==> src/hdl/queued_buffer_playback_cursor_top_assert.svh <==
// Assertion macros for the playback cursor block.
// Expects clk and arst_n in the scope of every use.
`ifndef QUEUED_BUFFER_PLAYBACK_CURSOR_TOP_ASSERT_SVH
`define QUEUED_BUFFER_PLAYBACK_CURSOR_TOP_ASSERT_SVH

`ifndef SYNTH
// same-cycle implication
`define QBPC_ASSERT(name, pre, post, msg) \
	name: assert property (@(posedge clk) disable iff (!arst_n) (pre) |-> (post)) \
	else $error(msg);
// next-cycle implication
`define QBPC_ASSERT_NEXT(name, pre, post, msg) \
	name: assert property (@(posedge clk) disable iff (!arst_n) (pre) |=> (post)) \
	else $error(msg);
`else
`define QBPC_ASSERT(name, pre, post, msg)
`define QBPC_ASSERT_NEXT(name, pre, post, msg)
`endif

`endif

==> src/hdl/qbpc_pkg.sv <==
// Shared types and codes of the playback cursor block.
// No dependencies; used by the interfaces, the queue and the top level.
package qbpc_pkg;

	localparam int OP_W   = 3;
	localparam int LEN_W  = 24;
	localparam int ID_W   = 16;
	localparam int FRAC_W = 16;

	localparam logic [OP_W-1:0] OP_ADVANCE = 3'd0;
	localparam logic [OP_W-1:0] OP_SKIP    = 3'd1;
	localparam logic [OP_W-1:0] OP_ENQUEUE = 3'd2;
	localparam logic [OP_W-1:0] OP_TAIL    = 3'd3;
	localparam logic [OP_W-1:0] OP_POP     = 3'd4;

	typedef struct packed {
		logic [OP_W-1:0]  operation;
		logic [LEN_W-1:0] rate;
		logic [LEN_W-1:0] skip_frames;
		logic [ID_W-1:0]  buffer_id;
		logic [LEN_W-1:0] buffer_length;
	} cmd_t;

	typedef struct packed {
		logic [LEN_W-1:0]  sample_index;
		logic [LEN_W-1:0]  next_index;
		logic [FRAC_W-1:0] fraction;
		logic              at_end;
		logic              cross_buffer;
		logic              at_boundary;
		logic              queue_empty;
		logic [LEN_W-1:0]  remaining;
		logic              consumed_valid;
		logic [ID_W-1:0]   consumed_id;
		logic              empty_after_pop;
		logic              fire_ended;
	} res_t;

	// queue control from the cursor logic
	typedef struct packed {
		logic             pop;
		logic             push;
		logic [ID_W-1:0]  id;
		logic [LEN_W-1:0] len;
	} q_ctl_t;

	// queue head view
	typedef struct packed {
		logic [ID_W-1:0]  head_id;
		logic [LEN_W-1:0] head_len;
		logic [LEN_W-1:0] next_len;
	} q_stat_t;

endpackage

==> src/hdl/qbpc_cmd_if.sv <==
// Command channel of the playback cursor: valid/ready plus one command item.
// Depends on qbpc_pkg.
interface qbpc_cmd_if;
	logic            valid;
	logic            ready;
	qbpc_pkg::cmd_t  payload;

	modport source (output valid, output payload, input ready);
	modport sink   (input valid, input payload, output ready);
endinterface

==> src/hdl/qbpc_res_if.sv <==
// Result channel of the playback cursor: valid/ready plus one result item.
// Depends on qbpc_pkg.
interface qbpc_res_if;
	logic            valid;
	logic            ready;
	qbpc_pkg::res_t  payload;

	modport source (output valid, output payload, input ready);
	modport sink   (input valid, input payload, output ready);
endinterface

==> src/hdl/qbpc_queue.sv <==
// Buffer queue of the playback cursor: shifting FIFO, head always in entry 0.
// Depends on qbpc_pkg and the assertion macro header.
`include "queued_buffer_playback_cursor_top_assert.svh"

module qbpc_queue #(
	parameter int QUEUE_DEPTH = 8,
	parameter int CNT_W       = 4
) (
	input  logic               clk,
	input  logic               arst_n,
	input  qbpc_pkg::q_ctl_t   ctl,
	output qbpc_pkg::q_stat_t  stat,
	output logic [CNT_W-1:0]   count
);

	localparam int SLOT_W = $clog2(QUEUE_DEPTH);

	logic [qbpc_pkg::ID_W-1:0]  ids_q  [QUEUE_DEPTH];
	logic [qbpc_pkg::LEN_W-1:0] lens_q [QUEUE_DEPTH];
	logic [CNT_W-1:0]           count_q;
	logic [SLOT_W-1:0]          wr_slot;

	// a push together with a pop is the tail append into an emptied queue
	assign wr_slot = ctl.pop ? '0 : count_q[SLOT_W-1:0];

	for (genvar i = 0; i < QUEUE_DEPTH; i++) begin : g_entry
		localparam int                NXT  = (i + 1) % QUEUE_DEPTH;
		localparam logic [SLOT_W-1:0] SLOT = SLOT_W'(i);

		always_ff @(posedge clk) begin
			if (ctl.push && wr_slot == SLOT) begin
				ids_q[i]  <= ctl.id;
				lens_q[i] <= ctl.len;
			end else if (ctl.pop) begin
				ids_q[i]  <= ids_q[NXT];
				lens_q[i] <= lens_q[NXT];
			end
		end
	end

	always_ff @(posedge clk or negedge arst_n) begin
		if (!arst_n) begin
			count_q <= '0;
		end else begin
			unique case ({ctl.pop, ctl.push})
				2'b10:   count_q <= count_q - CNT_W'(1);
				2'b01:   count_q <= count_q + CNT_W'(1);
				default: count_q <= count_q;
			endcase
		end
	end

	assign stat.head_id  = ids_q[0];
	assign stat.head_len = lens_q[0];
	assign stat.next_len = lens_q[1];
	assign count         = count_q;

	`QBPC_ASSERT(a_count_bound, 1'b1, count_q <= CNT_W'(QUEUE_DEPTH), "queue count past depth")
	`QBPC_ASSERT(a_pop_nonempty, ctl.pop, count_q != '0, "pop from empty queue")
	`QBPC_ASSERT(a_push_room, ctl.push && !ctl.pop, count_q < CNT_W'(QUEUE_DEPTH), "push into full queue")

endmodule

==> src/hdl/queued_buffer_playback_cursor_top.sv <==
// Playback cursor over a queue of audio buffers: input register, cursor
// logic, result register. Depends on qbpc_pkg, qbpc_cmd_if, qbpc_res_if,
// qbpc_queue and the assertion macro header.
//
//  channel  | dir | payload                         | handshake
//  ---------+-----+---------------------------------+-------------
//  cmd      | in  | qbpc_pkg::cmd_t (one command)   | valid/ready
//  result   | out | qbpc_pkg::res_t (one per cmd)   | valid/ready
//
// One command per cycle while the result is not stalled; each result
// passes the input register, then the result register. Position add,
// saturation and the status compares on the new position sit in one stage.
// Reset clears position, queue count and pending tail; queue entries are not
// cleared. A stalled result blocks the input register, which still takes one
// more command while the result waits.
`include "queued_buffer_playback_cursor_top_assert.svh"

module queued_buffer_playback_cursor_top #(
	parameter int QUEUE_DEPTH = 8,
	parameter int INDEX_BITS  = 24,
	parameter int FRAC_BITS   = 16
) (
	input logic            clk,
	input logic            arst_n,
	qbpc_cmd_if.sink       cmd,
	qbpc_res_if.source     result
);

	localparam int LEN_W    = qbpc_pkg::LEN_W;
	localparam int POS_W    = INDEX_BITS + FRAC_BITS;
	localparam int LSH_W    = LEN_W + FRAC_BITS;
	localparam int ADD_W    = ((POS_W > LSH_W) ? POS_W : LSH_W) + 1;
	localparam int IDX_W    = ((INDEX_BITS + 1 > LEN_W) ? INDEX_BITS + 1 : LEN_W);
	localparam int CNT_W    = $clog2(QUEUE_DEPTH + 1);
	localparam int FRAC_O_W = qbpc_pkg::FRAC_W;

	// pipeline registers
	logic            valid_s1;
	qbpc_pkg::cmd_t  cmd_s1;
	logic            valid_s2;
	qbpc_pkg::res_t  res_s2;

	// cursor state
	logic [POS_W-1:0] pos_q;
	logic             tail_pend_q;
	logic [LEN_W-1:0] tail_len_q;

	qbpc_pkg::q_ctl_t  q_ctl;
	qbpc_pkg::q_stat_t q_stat;
	logic [CNT_W-1:0]  q_count;

	logic             go;
	logic [2:0]       op;
	logic             has_q;
	logic             follow;
	logic [ADD_W-1:0] pos_ext;
	logic [ADD_W-1:0] step_ext;
	logic [ADD_W-1:0] sum;
	logic [POS_W-1:0] pos_sat;
	logic [ADD_W-1:0] head_sh;
	logic [POS_W-1:0] pos_rew;
	logic [INDEX_BITS-1:0] idx;
	logic [IDX_W-1:0] nxt;
	logic [FRAC_O_W+FRAC_BITS-1:0] frac_wide;

	logic [POS_W-1:0] pos_n;
	logic             tail_pend_n;
	logic [CNT_W-1:0] count_n;
	logic [LEN_W-1:0] head_len_n;
	logic [ADD_W-1:0] head_sh_n;
	logic [IDX_W-1:0] cur_n;
	logic [IDX_W-1:0] len_n_ext;
	qbpc_pkg::res_t   res_n;

	qbpc_queue #(
		.QUEUE_DEPTH (QUEUE_DEPTH),
		.CNT_W       (CNT_W)
	) u_queue (
		.clk    (clk),
		.arst_n (arst_n),
		.ctl    (q_ctl),
		.stat   (q_stat),
		.count  (q_count)
	);

	// handshake
	assign go            = valid_s1 && (!valid_s2 || result.ready);
	assign cmd.ready     = !valid_s1 || go;
	assign result.valid  = valid_s2;
	assign result.payload = res_s2;

	always_ff @(posedge clk or negedge arst_n) begin
		if (!arst_n) begin
			valid_s1 <= 1'b0;
			valid_s2 <= 1'b0;
		end else begin
			if (cmd.ready) begin
				valid_s1 <= cmd.valid;
			end
			if (go) begin
				valid_s2 <= 1'b1;
			end else if (result.ready) begin
				valid_s2 <= 1'b0;
			end
		end
	end

	always_ff @(posedge clk) begin
		if (cmd.valid && cmd.ready) begin
			cmd_s1 <= cmd.payload;
		end
		if (go) begin
			res_s2 <= res_n;
		end
	end

	// shared datapath
	assign op       = cmd_s1.operation;
	assign has_q    = q_count != '0;
	assign follow   = (q_count >= CNT_W'(2)) || tail_pend_q;
	assign pos_ext  = ADD_W'(pos_q);
	assign step_ext = (op == qbpc_pkg::OP_SKIP) ?
		(ADD_W'(cmd_s1.skip_frames) << FRAC_BITS) : ADD_W'(cmd_s1.rate);
	assign sum      = pos_ext + step_ext;
	assign pos_sat  = (|sum[ADD_W-1:POS_W]) ? {POS_W{1'b1}} : sum[POS_W-1:0];
	assign head_sh  = ADD_W'(q_stat.head_len) << FRAC_BITS;
	assign pos_rew  = (pos_ext >= head_sh) ? (pos_q - head_sh[POS_W-1:0]) : '0;
	assign idx      = pos_q[POS_W-1:FRAC_BITS];
	assign nxt      = IDX_W'(idx) + IDX_W'(1);
	// fraction moved to Q0.16: truncated or zero-filled as FRAC_BITS demands
	assign frac_wide = {pos_q[FRAC_BITS-1:0], {FRAC_O_W{1'b0}}};

	always_comb begin
		pos_n       = pos_q;
		tail_pend_n = tail_pend_q;
		q_ctl       = '0;
		res_n       = '0;

		// queue and cursor only move on a command that leaves the input register
		if (go) begin
			unique case (op)
				qbpc_pkg::OP_ADVANCE: begin
					if (!has_q) begin
						res_n.at_end = 1'b1;
					end else begin
						pos_n              = pos_sat;
						res_n.sample_index = LEN_W'(idx);
						res_n.fraction     = frac_wide[FRAC_BITS+FRAC_O_W-1:FRAC_BITS];
						res_n.next_index   = LEN_W'(nxt);
						if (nxt >= IDX_W'(q_stat.head_len)) begin
							if (follow) begin
								res_n.next_index   = '0;
								res_n.cross_buffer = 1'b1;
							end else begin
								res_n.next_index = LEN_W'(idx);
								res_n.at_end     = sum >= head_sh;
							end
						end
					end
				end
				qbpc_pkg::OP_SKIP: begin
					pos_n = pos_sat;
				end
				qbpc_pkg::OP_ENQUEUE: begin
					// full queue drops the buffer
					q_ctl.push = q_count < CNT_W'(QUEUE_DEPTH);
					q_ctl.id   = cmd_s1.buffer_id;
					q_ctl.len  = cmd_s1.buffer_length;
				end
				qbpc_pkg::OP_TAIL: begin
					tail_pend_n = 1'b1;
				end
				qbpc_pkg::OP_POP: begin
					if (has_q) begin
						q_ctl.pop             = 1'b1;
						pos_n                 = pos_rew;
						res_n.consumed_valid  = 1'b1;
						res_n.consumed_id     = q_stat.head_id;
						res_n.empty_after_pop = q_count == CNT_W'(1);
						// tail goes in under the popped id when the pop empties the queue
						q_ctl.push            = res_n.empty_after_pop && tail_pend_q;
						q_ctl.id              = q_stat.head_id;
						q_ctl.len             = tail_len_q;
						res_n.fire_ended      = !q_ctl.push;
						if (q_ctl.push) begin
							tail_pend_n = 1'b0;
						end
					end
				end
				default: begin
				end
			endcase
		end

		// status on the state after this command
		unique case ({q_ctl.pop, q_ctl.push})
			2'b10:   count_n = q_count - CNT_W'(1);
			2'b01:   count_n = q_count + CNT_W'(1);
			default: count_n = q_count;
		endcase

		if (q_ctl.push && (q_ctl.pop || !has_q)) begin
			head_len_n = q_ctl.len;
		end else if (q_ctl.pop) begin
			head_len_n = q_stat.next_len;
		end else begin
			head_len_n = q_stat.head_len;
		end

		head_sh_n = ADD_W'(head_len_n) << FRAC_BITS;
		cur_n     = IDX_W'(pos_n[POS_W-1:FRAC_BITS]);
		len_n_ext = IDX_W'(head_len_n);

		if (count_n == '0) begin
			res_n.at_boundary = 1'b1;
			res_n.queue_empty = 1'b1;
			res_n.remaining   = '0;
		end else begin
			res_n.at_boundary = ADD_W'(pos_n) >= head_sh_n;
			res_n.queue_empty = 1'b0;
			res_n.remaining   = (cur_n < len_n_ext) ? LEN_W'(len_n_ext - cur_n) : '0;
		end
	end

	always_ff @(posedge clk or negedge arst_n) begin
		if (!arst_n) begin
			pos_q       <= '0;
			tail_pend_q <= 1'b0;
		end else if (go) begin
			pos_q       <= pos_n;
			tail_pend_q <= tail_pend_n;
		end
	end

	always_ff @(posedge clk) begin
		if (go && op == qbpc_pkg::OP_TAIL) begin
			tail_len_q <= cmd_s1.buffer_length;
		end
	end

	`QBPC_ASSERT_NEXT(a_idle_no_advance, go && op != qbpc_pkg::OP_ADVANCE, res_s2.sample_index == '0 && !res_s2.cross_buffer, "advance fields set on other command")
	`QBPC_ASSERT_NEXT(a_pop_reports, go && op == qbpc_pkg::OP_POP && has_q, res_s2.consumed_valid, "pop not reported")
	`QBPC_ASSERT_NEXT(a_result_loaded, go, valid_s2, "result register lost a result")
	`QBPC_ASSERT(a_queue_gated, !go, !q_ctl.push && !q_ctl.pop, "queue moved without a transfer")

endmodule
==> src/flat_wrapper.sv <==
// flat-port wrapper written by rule: the top's interface ports become plain ports
module queued_buffer_playback_cursor_top_flat 
#(
	parameter int QUEUE_DEPTH = 8,
	parameter int INDEX_BITS  = 24,
	parameter int FRAC_BITS   = 16
)
  (clk, arst_n, cmd_valid, cmd_payload, cmd_ready, result_valid, result_payload, result_ready);
  qbpc_cmd_if cmd_i ();
  qbpc_res_if result_i ();
  input logic clk;
  input logic arst_n;
  input wire logic [$bits(cmd_i.valid)-1:0] cmd_valid;
  input wire logic [$bits(cmd_i.payload)-1:0] cmd_payload;
  output wire logic [$bits(cmd_i.ready)-1:0] cmd_ready;
  output wire logic [$bits(result_i.valid)-1:0] result_valid;
  output wire logic [$bits(result_i.payload)-1:0] result_payload;
  input wire logic [$bits(result_i.ready)-1:0] result_ready;
  assign cmd_i.valid = cmd_valid;
  assign cmd_i.payload = cmd_payload;
  assign cmd_ready = cmd_i.ready;
  assign result_valid = result_i.valid;
  assign result_payload = result_i.payload;
  assign result_i.ready = result_ready;
  queued_buffer_playback_cursor_top #(.QUEUE_DEPTH(QUEUE_DEPTH), .INDEX_BITS(INDEX_BITS), .FRAC_BITS(FRAC_BITS)) u_core (.clk(clk), .arst_n(arst_n), .cmd(cmd_i), .result(result_i));
endmodule
==> config.mk <==
export PLATFORM = sky130hd
export DESIGN_NAME = queued_buffer_playback_cursor_top_flat
export DESIGN_NICKNAME = d
export VERILOG_FILES = /design/src/hdl/qbpc_pkg.sv /design/src/hdl/qbpc_cmd_if.sv /design/src/hdl/qbpc_res_if.sv /design/src/hdl/qbpc_queue.sv /design/src/hdl/queued_buffer_playback_cursor_top.sv /design/src/flat_wrapper.sv
export VERILOG_INCLUDE_DIRS = /design/src /design/src/hdl
export SDC_FILE = /design/constraint.sdc
export NUM_CORES = 1
export LEC_CHECK = 0
export BUFFER_PORTS_ARGS = -buffer_cell sky130_fd_sc_hd__buf_2
export CORE_UTILIZATION = 45
export DETAILED_ROUTE_END_ITERATION = 16
export GPL_ROUTABILITY_DRIVEN = 0
export GPL_TIMING_DRIVEN = 0
export SLEW_MARGIN = 15
export SYNTH_ARGS = -nofsm -noshare
export SYNTH_HDL_FRONTEND = slang
export SYNTH_SLANG_ARGS = --single-unit
==> constraint.sdc <==
create_clock -name clk -period 18.8 [get_ports clk]
set_clock_uncertainty 0.05 [all_clocks]
set_input_delay 4.7 -clock clk [delete_from_list [all_inputs] [get_ports clk]]
set_output_delay 4.7 -clock clk [all_outputs]
set_load 0.02 [all_outputs]
# After elaboration in Yosys (flattened, before gate mapping)

Memories as Yosys holds them, arrays and structs flattened.
Index checks and enable logic that the tools add are counted.

Add/sub/neg operators: 6
Magnitude comparators: 7
Eq/ne operators: 16
Mux-type cells: 78
Bitwise logic cells: 17
Reductions and logical operators: 32

Operators by type and width:

| operator                                                        | number |
|---|---|
| 24-bit 2-to-1 mux                                               | 13 |
| 40-bit 2-to-1 mux                                               | 6 |
| 16-bit 2-to-1 mux                                               | 8 |
| 40-bit case mux with 3 select lines                             | 1 |
| 42-bit 2-to-1 mux                                               | 2 |
| 41-bit case mux with 2 select lines                             | 1 |
| 40-bit greater-or-equal comparator                              | 2 |
| 40-bit by 41-bit adder with 41-bit output                       | 1 |
| 41-bit by 40-bit greater-or-equal comparator with 1-bit output  | 1 |
| 1-bit 2-to-1 mux                                                | 41 |
| 40-bit subtractor                                               | 1 |
| 24-bit by 1-bit adder with 25-bit output, second input constant | 1 |
| 25-bit by 24-bit greater-or-equal comparator with 1-bit output  | 1 |
| 25-bit 2-to-1 mux                                               | 1 |
| 24-bit < comparator                                             | 1 |
| 24-bit subtractor                                               | 1 |
| 19-bit 2-to-1 mux                                               | 1 |
| 1-bit bitwise OR                                                | 16 |
| 3-bit == test, second input constant                            | 5 |
| 1-bit logical AND                                               | 13 |
| 3-bit by 2-bit == test with 1-bit output, second input constant | 4 |
| 4-bit case mux with 2 select lines                              | 1 |
| 3-bit by 1-bit == test with 1-bit output, second input constant | 2 |
| 3-bit logical NOT                                               | 2 |
| other kinds (21)                                                | 30 |

Register bits: 273
Bits in writable memories: 320
Input port bits: 95
Output and inout bits: 113
Word-level logic and storage cells: 181
Memories kept: 2

Memories:

| memory                | words | width | read ports | clocked after Yosys merged registers in | write ports | line             | text |
|---|---|---|---|---|---|---|---|
| u_core.u_queue.lens_q | 8     | 24    | 8          | 0                                       | 8           | qbpc_queue.sv:19 | `logic [qbpc_pkg::LEN_W-1:0] lens_q [QUEUE_DEPTH];` |
| u_core.u_queue.ids_q  | 8     | 16    | 8          | 0                                       | 8           | qbpc_queue.sv:18 | `logic [qbpc_pkg::ID_W-1:0] ids_q [QUEUE_DEPTH];` |

# Depth between registers and ports, before layout

Gate-level depths: netlist of run 1.

Depth in word-level cells: 11
Mapped depth: 34
Mapped depth without buffers: 29

# By module

From an unflattened synthesis of run 1, not the netlist that was laid out.

Cells, all modules: 3037
Area, all modules: 32158.3 sq um

Modules (own cells, without submodules):

| module                            | instances | cells an instance | area an instance (sq um) | sequential area each (sq um) |
|---|---|---|---|---|
| queued_buffer_playback_cursor_top | 1         | 1927              | 18690.4                  | 7862.5 |
| qbpc_queue                        | 1         | 1110              | 13467.9                  | 9709.3 |

# Worst setup path before layout of run 1

Ideal clock, no wire load.

Kind: input-to-reg
From: in result_ready
To: mem u_core.u_queue.ids_q[0][48] in the netlist's numbering (enable)
Setup time: 0.497 ns
Data arrival time: 11.504 ns
Required time: 18.253 ns
Path slack: 6.748 ns
Stages on the path: 9
Buffers on the path: 1
Cell sequence: nand2b_1 -> nand2_1 -> inv_1 -> o21ai_1 -> or3_1 -> clkbuf_1 -> inv_1 -> nand2b_1 -> o31ai_1

RTL lines:

| item            | line               | text |
|---|---|---|
| start, declared | flat_wrapper.sv:18 | `input wire logic [$bits(result_i.ready)-1:0] result_ready;` |
| end, declared   | qbpc_queue.sv:18   |  |

# Worst setup path in the final report of run 1

From: in result_ready
To: reg u_core.res_s2, in the netlist u_core.result.payload[44], data pin

Longest elaborated chain between the ends: 7
Elaborated cells between the ends (all ways): 13
Classes of those cells: 1 x order compare; 2 x eq/ne; 5 x mux; 5 x reduce/logical

RTL lines:

| item                               | line                                     | text |
|---|---|---|
| 1-bit logical OR *                 | queued_buffer_playback_cursor_top.sv:87  | `assign go = valid_s1 && (!valid_s2 \|\| result.ready);` |
| 1-bit logical AND *                | queued_buffer_playback_cursor_top.sv:87  |  |
| net u_core.go                      | queued_buffer_playback_cursor_top.sv:52  | `logic go;` |
| 42-bit 2-to-1 mux                  | queued_buffer_playback_cursor_top.sv:140 | `if (go) begin` |
| 1-bit logical OR                   | queued_buffer_playback_cursor_top.sv:202 | `if (q_ctl.push && (q_ctl.pop \|\| !has_q)) begin` |
| 1-bit logical AND                  | queued_buffer_playback_cursor_top.sv:202 |  |
| 24-bit 2-to-1 mux                  | queued_buffer_playback_cursor_top.sv:202 |  |
| 40-bit greater-or-equal comparator | queued_buffer_playback_cursor_top.sv:219 | `res_n.at_boundary = ADD_W'(pos_n) >= head_sh_n;` |
| end signal, assigned               | queued_buffer_playback_cursor_top.sv:113 | `res_s2 <= res_n;` |
| end, declared                      | queued_buffer_playback_cursor_top.sv:41  | `qbpc_pkg::res_t res_s2;` |

The timed path passes the listed nets; every way through them passes the cells marked *.
A chain may end at the register's enable or synchronous reset.

==> results of run 1 <==
==> per-stage QoR <==
step	hold slack, ns	worst slack [ns]
final	0.410	7.99
after global routing	0.421	7.70
after CTS	0.411	7.96
after detailed placement	0.397	7.33
after global placement	0.391	1.84
after floorplan	0.377	6.75
==> cell usage after synthesis, types with 42 or more instances <==
library cell    n
nand2_1       196
ha_1          166
nand3_1        45
xor2_1         42
edfxtp_1      546
clkbuf_1      107
dfrtp_1        47
mux2i_1        42
a21o_1        335
xnor2_1        56
nor2_1        150
a21oi_1       136
inv_1         110
o21ai_0       100
and3_1         85
==> logic make-up (layout without fill, tap and decap cells) <==
group / Yosys count / after routing / synth area share (%)
compound gates: 828 / 828 / 18.4
flops: 593 / 593 / 56.2
fa+ha+maj: 169 / 169 / 6.84
mux: 62 / 62 / 2.07
xor+xnor: 98 / 98 / 2.75
simple gates: 677 / 677 / 10.6
buf+inv: 253 / 603 / 3.17
==> power groups by stage <==
| stage | logic, W | clock network [W] | registers [W] |
|---|---|---|---|
| finish | 0.000552 | 0.00135 | 0.00152 |
| global route | 0.000598 | 0.00141 | 0.00152 |
| CTS | 0.000539 | 0.00136 | 0.00152 |
| detailed placement | 0.000535 | 0 | 0.00155 |
| global placement | 0.000520 | 0 | 0.00155 |
| floorplan | 0.000356 | 0 | 0.00155 |
==> cell type report <==
class / count / area [um2]
plain buffers: 142 / 573
clock inverters: 41 / 502
fillers: 6083 / 32400
multi-input cells: 1834 / 12800
clock buffers: 80 / 1740
inverters: 111 / 422
well taps: 931 / 1160
flip-flops and latches: 593 / 17600
repair buffers: 229 / 1470
==> layer usage <==
layer  part of all wire [%]  track usage, %  vias up
li1                       -               -    10700
met5                      0               0        -
met4                    5.8            14.7        0
met2                     48            44.7      976
met3                    6.4            3.85      251
met1                     40            33.7    11600
==> critical path, delay by kind of cell <==
| family | cells | cell delay (ns) |
|---|---|---|
| fa+ha+maj | 1 | 0.43 |
| buf+inv | 4 | 1.07 |
| compound gates | 13 | 3.80 |
| simple gates | 5 | 1.05 |
==> sequential cells by signal, summed over array words and instances (netlist names) <==
signal,flops
u_core.cmd_s1,88
u_core.op,3
u_core.pos_q,40
u_core.result.payload,111
u_core.result.valid,1
u_core.tail_len_q,24
u_core.tail_pend_q,1
u_core.u_queue.count,4
u_core.u_queue.ids_q,128
u_core.u_queue.lens_q,192
u_core.valid_s1,1
==> worst max-delay path by stage <==
| stage | start | endpoint | slack (ns) | depth (start not counted) |
|---|---|---|---|---|
| floorplan | result_ready | u_core.u_queue.ids_q[0][48] | 6.75 | 9 |
| global placement | result_ready | u_core.u_queue.lens_q[1][12] | 1.84 | 10 |
| detailed placement | result_ready | u_core.result.payload[44] | 7.33 | 22 |
| CTS | result_ready | u_core.result.payload[44] | 7.96 | 23 |
| global route | result_ready | u_core.result.payload[41] | 7.70 | 23 |
| finish | result_ready | u_core.result.payload[44] | 7.99 | 23 |
==> results.md, run 1 <==
* Ys async rst share at 7.93%
* Mean post-synth cell area at 11.7 um2
* Register bit total from synthesis at 593
* WS Path Type: input port to flop
* Endpoint class of the critical path: flop
* P_sw at 0.000959 W
* Max Buffers Root-to-Sink at 3
* Via density at 5.94
* Leak Pwr at 17.0 nW
* Most common cell after layout, fill and taps aside: edfxtp_1
* Yosys warns at 0
* Global-route wire length before repair at 142000 um
* Fin area at 0.0363 mm2
* Fmax at 0.0925 GHz
* CTS H-tree depth at 3
* P_int at 0.00246 W
* Seq/Total Area, Yosys at 56.2%
* Area post-placement at 0.0340 mm2
* Ys flop type: edfxtp_1
* Die X at 266 um
* Crit-path max cell delay at 1.02 ns
* Total track usage at 26.8%
* Most frequent cells in the layout: edfxtp_1 (546), a21o_1 (335), buf_2 (229)
* HPWL Detailed at 71700 um
* Unrepaired setup endpoints after global routing: false
* Rows at 96
* Comb pwr share at 16.1%
* Dominant cell type by area after synthesis: edfxtp_1
* Maxcap violations at 0
* Min-Delay Path Depth at 0
* Worst reg2reg path depth at 29
* ANT cells at 0
* Die span in y at 266 um
* CTS sink count at 593
* Run status: finished, final reports clean
* Critical Path Fanout Max at 24
* VDD IR max at 0.0502 mV
* # nets final at 3241
* Grt total ovfl at 0
* I/O pins at 208
* Share of power burned in registers at 44.5%
* Total power at 0.00342 W
* Max Slew Vio Count at 0
* Synth top area share at 52.4%
* Setup TNS at 0 ns
* DP Cell Count at 3840
* Final setup vio count at 0
* CTS buffer count at 66
* Die ar. at 0.0705 mm2
* Routed WL at 94800 um
* Worst EP arrival at 11.07 ns
* Reg2Reg Setup Slack at 9.65 ns
* Hold Crit Class: flop to flop
* CTS tree: done
* Iteration-0 DRC Markers at 2065
* Setup Fix Bufs, Post-CTS at 0
* Largest net degree at the start of global routing at 92
* Most frequent CP cell: a21oi_1
* PD cells at 94.3 mW/mm2
* Router iterations before antenna repair at 6
* Clk slew on worst S/H paths at 0.06 ns
* Fin crit period at 10.81 ns
* Clock power share at 39.3%
* Wire per inst at 23.9 um
* Clock Latency Late Sink at 0.62 ns
* Area Growth Syn to Fin at 16.0%
* Hold Crit Endpoint: u_core.tail_len_q[2]
* Drc violations at 0
* Initial antenna violation count at 2
* Layout Cells excl Fill at 3961
* Switching Fraction at 28.0%
* Final core utilization at 52.8%
* Final Hold Vio Count at 0
* Total number of vias at 23500
* Fin crit share at 57.5%
* Hold buffers post-CTS at 0
* Starting Density at 45.5%
* Worst r2r src: u_core.op[2]
* Worst path required time at 19.06 ns
* Mapped cell area at 0.0313 mm2
* Post-DRT Antenna Nets at 0
* Crit path max-delay cell type: a2111oi_1
* Reg-to-reg critical path endpoint: u_core.result.payload[44]
* Gates resized, CTS repair at 0
* Placeable Area at 0.0687 mm2
* Syn nets at 2944
* Hold path start: u_core.cmd_s1[2]
* CP Cell Sequence: buf_2 > nand2b_1 > nand2_1 > inv_6 > o21ai_1 > or3_1 > clkbuf_1 > a21oi_1 > clkbuf_1 > nand2_1 > o21ai_0 > ha_1 > nor2b_1 > o21a_1 > o21ai_0 > a21oi_1 > o21ai_0 > a21oi_1 > o21a_1 > o21bai_1 > a21oi_1 > a2111oi_1 > o41ai_2
* Synth cell types at 81
* # port buffers at 207
* Fraction of layout cells with a size suffix above 1 at 13.7%
* Number of global-route vias before repair at 23000
* Headroom to the max-slew limit at 19.2%
* Worst Max-Slew Pin Slew at 1.20 ns
* Synth area leaders: edfxtp_1 (52%), a21o_1 (8.0%), ha_1 (6.6%)
* EDFF count, synth at 546
* Startpoint Class: input port
* CTS root buf: clkbuf_16
* Post-Syn Instances at 2680
Power figures use the tool's default switching activity.
==> run 2: changes to the inputs <==
--- a/config.mk
+++ b/config.mk
@@ -6,6 +6,7 @@
 export SDC_FILE = /design/constraint.sdc
 export NUM_CORES = 1
 export LEC_CHECK = 0
+export ABC_AREA = 1
 export BUFFER_PORTS_ARGS = -buffer_cell sky130_fd_sc_hd__buf_2
 export CORE_UTILIZATION = 45
 export DETAILED_ROUTE_END_ITERATION = 16
==> constraint.sdc (replaced) <==
create_clock -name clk -period 10.1 [get_ports clk]
set_clock_uncertainty 0.05 [all_clocks]
set_input_delay 2.525 -clock clk [delete_from_list [all_inputs] [get_ports clk]]
set_output_delay 2.525 -clock clk [all_outputs]
set_load 0.02 [all_outputs]
==> run 2 against run 1 <==
Net effect: global-route usage increased by 1.5 points; power increased to 2.8 times the previous value; non-clock buffer count decreased by 28; hold slack got worse by 0.0041 ns; clock power increased by 78%; largest power group is now combinational logic; largest cell class unchanged; utilization decreased by 0.18 points; sequential power increased by 120%.
==> results.md, run 2 <==
* Clock Latency Late Sink at 0.63 ns (about the same)
* Worst path required time at 10.40 ns (-8.66 ns)
* Crit-path max cell delay at 0.74 ns (-0.28 ns)
* Most instantiated cells after synthesis: nand2_1 (1263), edfxtp_1 (546), inv_1 (407)
* Total power at 0.00971 W (+180%)
* Max reg flops at 192 (unchanged)
* CTS sink count at 593 (unchanged)
* Worst Max-Slew Pin Slew at 1.07 ns (-0.132 ns)
* PD cells at 257 mW/mm2 (+170%)
* Ys async rst share at 7.93% (unchanged)
* Fmax at 0.122 GHz
* Simple-gate share of the synthesized area at 22.7% (+12 points)
* Startpoint Class: flop
* Combinational family with the most area after synthesis: simple AND/OR/NAND/NOR gates
* WS Path Type: flop to flop
* Dominant cell type by area after synthesis: edfxtp_1
* Setup TNS at 0 ns (unchanged)
* Iteration-0 DRC Markers at 2815 (+36%)
* Delay-heaviest family, CP: simple AND/OR/NAND/NOR gates
* I/O pins at 208 (unchanged)
* Mean post-synth cell area at 8.73 um2 (-25%)
* Clk slew on worst S/H paths at 0.06 ns (about the same)
* Hold Crit Class: flop to flop
* Rows at 98 (+2.1%)
* Endpoint class of the critical path: flop
* CTS root buf: clkbuf_16
* VDD IR max at 0.139 mV (+180%)
* Pre-CTS setup slack at 1.73 ns (-5.60 ns)
* CTS tree: done
* Fraction of layout cells with a size suffix above 1 at 10.3% (-3.4 points)
* Wire per inst at 20.7 um (-14%)
* Most frequent cell after synthesis: nand2_1
* Run status: finished, final reports clean
* WP buf/inv at 6 (+2)
* Router iterations before antenna repair at 6 (unchanged)
* Total number of vias at 27300 (+16%)
* Worst Slack Setup Final at 1.92 ns (-6.06 ns)
* Mapped cell area at 0.0328 mm2 (+5.1%)
* Grt total ovfl at 0 (unchanged)
* Die span in y at 272 um (+2.5%)
* Worst EP arrival at 8.47 ns (-2.60 ns)
* Final setup vio count at 0 (unchanged)
* Largest net degree at the start of global routing at 88 (-4.3%)
* Fin crit share at 80.9%
* Die ar. at 0.0741 mm2 (+5.0%)
* Die X at 272 um (+2.5%)
* Ys flop type: edfxtp_1
* Drc violations at 0 (unchanged)
* Final Hold Vio Count at 0 (unchanged)
* HPWL Detailed at 80600 um (+12%)
* Post-Synth XOR/XNOR Area at 1.68% (-1.1 points)
* Number of global-route vias before repair at 26100 (+14%)
* Most common cell after layout, fill and taps aside: nand2_1
* Seq/Total Area, Yosys at 53.5% (-2.7 points)
* Synth top area share at 49.9% (-2.5 points)
* Setup Fix Bufs, Post-CTS at 0 (unchanged)
* Register bit total from synthesis at 593 (unchanged)
* # nets final at 4323 (+33%)
* Placeable Area at 0.0719 mm2 (+4.6%)
* Most frequent cells in the layout: nand2_1 (1262), edfxtp_1 (546), inv_1 (405)
* Routed WL at 105000 um (+10%)
* Crit path max-delay cell type: o22ai_1
* WHS at 0.406 ns (-0.00405 ns)
* Leak Pwr at 17.4 nW (+2.1%)
* Fillers at 6702 (+10%)
* Synth Area in Adders at 6.51% (-0.33 points)
* # port buffers at 207 (unchanged)
* CTS buffer count at 68 (+3.0%)
* Max Buffers Root-to-Sink at 3 (unchanged)
* Total track usage at 28.3% (+1.5 points)
* Yosys warns at 0 (unchanged)
* CTS H-tree depth at 3 (unchanged)
* Maxcap violations at 0 (unchanged)
* Global-route wire length before repair at 157000 um (+11%)
* Post-DRT Antenna Nets at 0 (unchanged)
* Max Slew Vio Count at 0 (unchanged)
* Initial antenna violation count at 1 (-1)
* Post-Syn Instances at 3760 (+40%)
* Synth cell types at 51 (-37%)
* Unrepaired setup endpoints after global routing: false
* Most frequent CP cell: nand2_1
* Critical Path Fanout Max at 10 (-58%)
* Synth Area in Compound Gates at 9.19% (-9.2 points)
* Syn nets at 4024 (+37%)
* Via density at 5.39 (-9.3%)
* Hold buffers post-CTS at 0 (unchanged)
* EDFF count, synth at 546 (unchanged)
* Biggest register: u_core.u_queue.lens_q
* Starting Density at 45.7% (+0.20 points)
* Gates resized, CTS repair at 0 (unchanged)
* Fin crit period at 8.18 ns
* Mux cell area share after synthesis at 0% (-2.1 points)
* Synth area leaders: edfxtp_1 (50%), nand2_1 (14%), ha_1 (6.3%)
* Area Growth Syn to Fin at 15.1%
* Headroom to the max-slew limit at 28.3% (+9.1 points)
[run 2: changes by cell type after synthesis, sizes merged, moves of 40 or more]
cell,previous run,this run
and3,85,1
xnor2,56,13
mux2i,42,0
a21oi,138,200
inv,111,426
clkbuf,107,67
nand3,46,143
nor2,150,363
nand2,196,1266
o21ai,107,185
a21o,335,16
[run 2: logic make-up (layout without fill, tap and decap cells)]
family                   after synthesis  count (layout)
AO/OA/AOI/OAI                        529             529
other                                  0               1
buffers and inverters                542             892
adder cells (fa/ha/maj)              169             169
flip-flops                           593             593
AND/OR/NAND/NOR                     1864            1864
XOR/XNOR                              63              63
[run 2: path summary, 6_finish.rpt]
check	startpoint	endpoint	slack [ns]	cells after the start
min in group asynchronous	arst_n	u_core.pos_q[10]	1.90	1
max reg2reg	u_core.op[2]	u_core.result.payload[37]	1.92	30
min reg2reg	u_core.cmd_s1[10]	u_core.tail_len_q[10]	0.41	0
max in group asynchronous	arst_n	u_core.pos_q[29]	7.55	1
max	u_core.op[2]	u_core.result.payload[37]	1.92	30
min	u_core.cmd_s1[10]	u_core.tail_len_q[10]	0.41	0
[run 2: worst register-to-register path: cells and delay by family (launching register included)]
family | cells | cell delay (ns)
AOI/OAI and AO/OA | 5 | 1.21
DFF | 1 | 0.48
adders and majority gates | 3 | 1.04
and+or+nand+nor | 16 | 3.30
buffers and inverters | 6 | 1.83
[run 2: through the flow]
step	cells	util [%]	area, um2
after floorplan	3760	-	32800
after global placement	4917	48.8	35100
after detailed placement	4939	49.6	35700
after CTS	5060	52.6	37800
after global routing	5061	52.6	37800
final	5061	52.6	37800
[run 2: where the power goes]
group / internal (W) / switching (W)
clock: 0.00138 / 0.00102
combinational: 0.00121 / 0.00279
sequential: 0.00302 / 0.000297
total: 0.00560 / 0.00411
[run 2: layout make-up]
cell class / count / area [um2] / share of cell area [%]
inverter: 428 / 1610 / 4.27
timing repair buffer: 229 / 1530 / 4.04
clock inverter: 33 / 284 / 0.752
multi-input combinational: 2625 / 13200 / 35.0
clock buffer: 88 / 1850 / 4.90
sequential: 593 / 17600 / 46.5
tap: 950 / 1190 / 3.15
buffer: 114 / 517 / 1.37
antenna: 1 / 2.50 / 0.00662
[run 2: layer usage]
layer | vias to the layer above | share of wire (%) | GRT usage, %
met1 | 12800 | 41 | 36.9
met5 | - | 0 | 0
li1 | 13100 | - | -
met2 | 1122 | 46 | 45.8
met3 | 279 | 7.8 | 4.67
met4 | 0 | 5.1 | 13.9
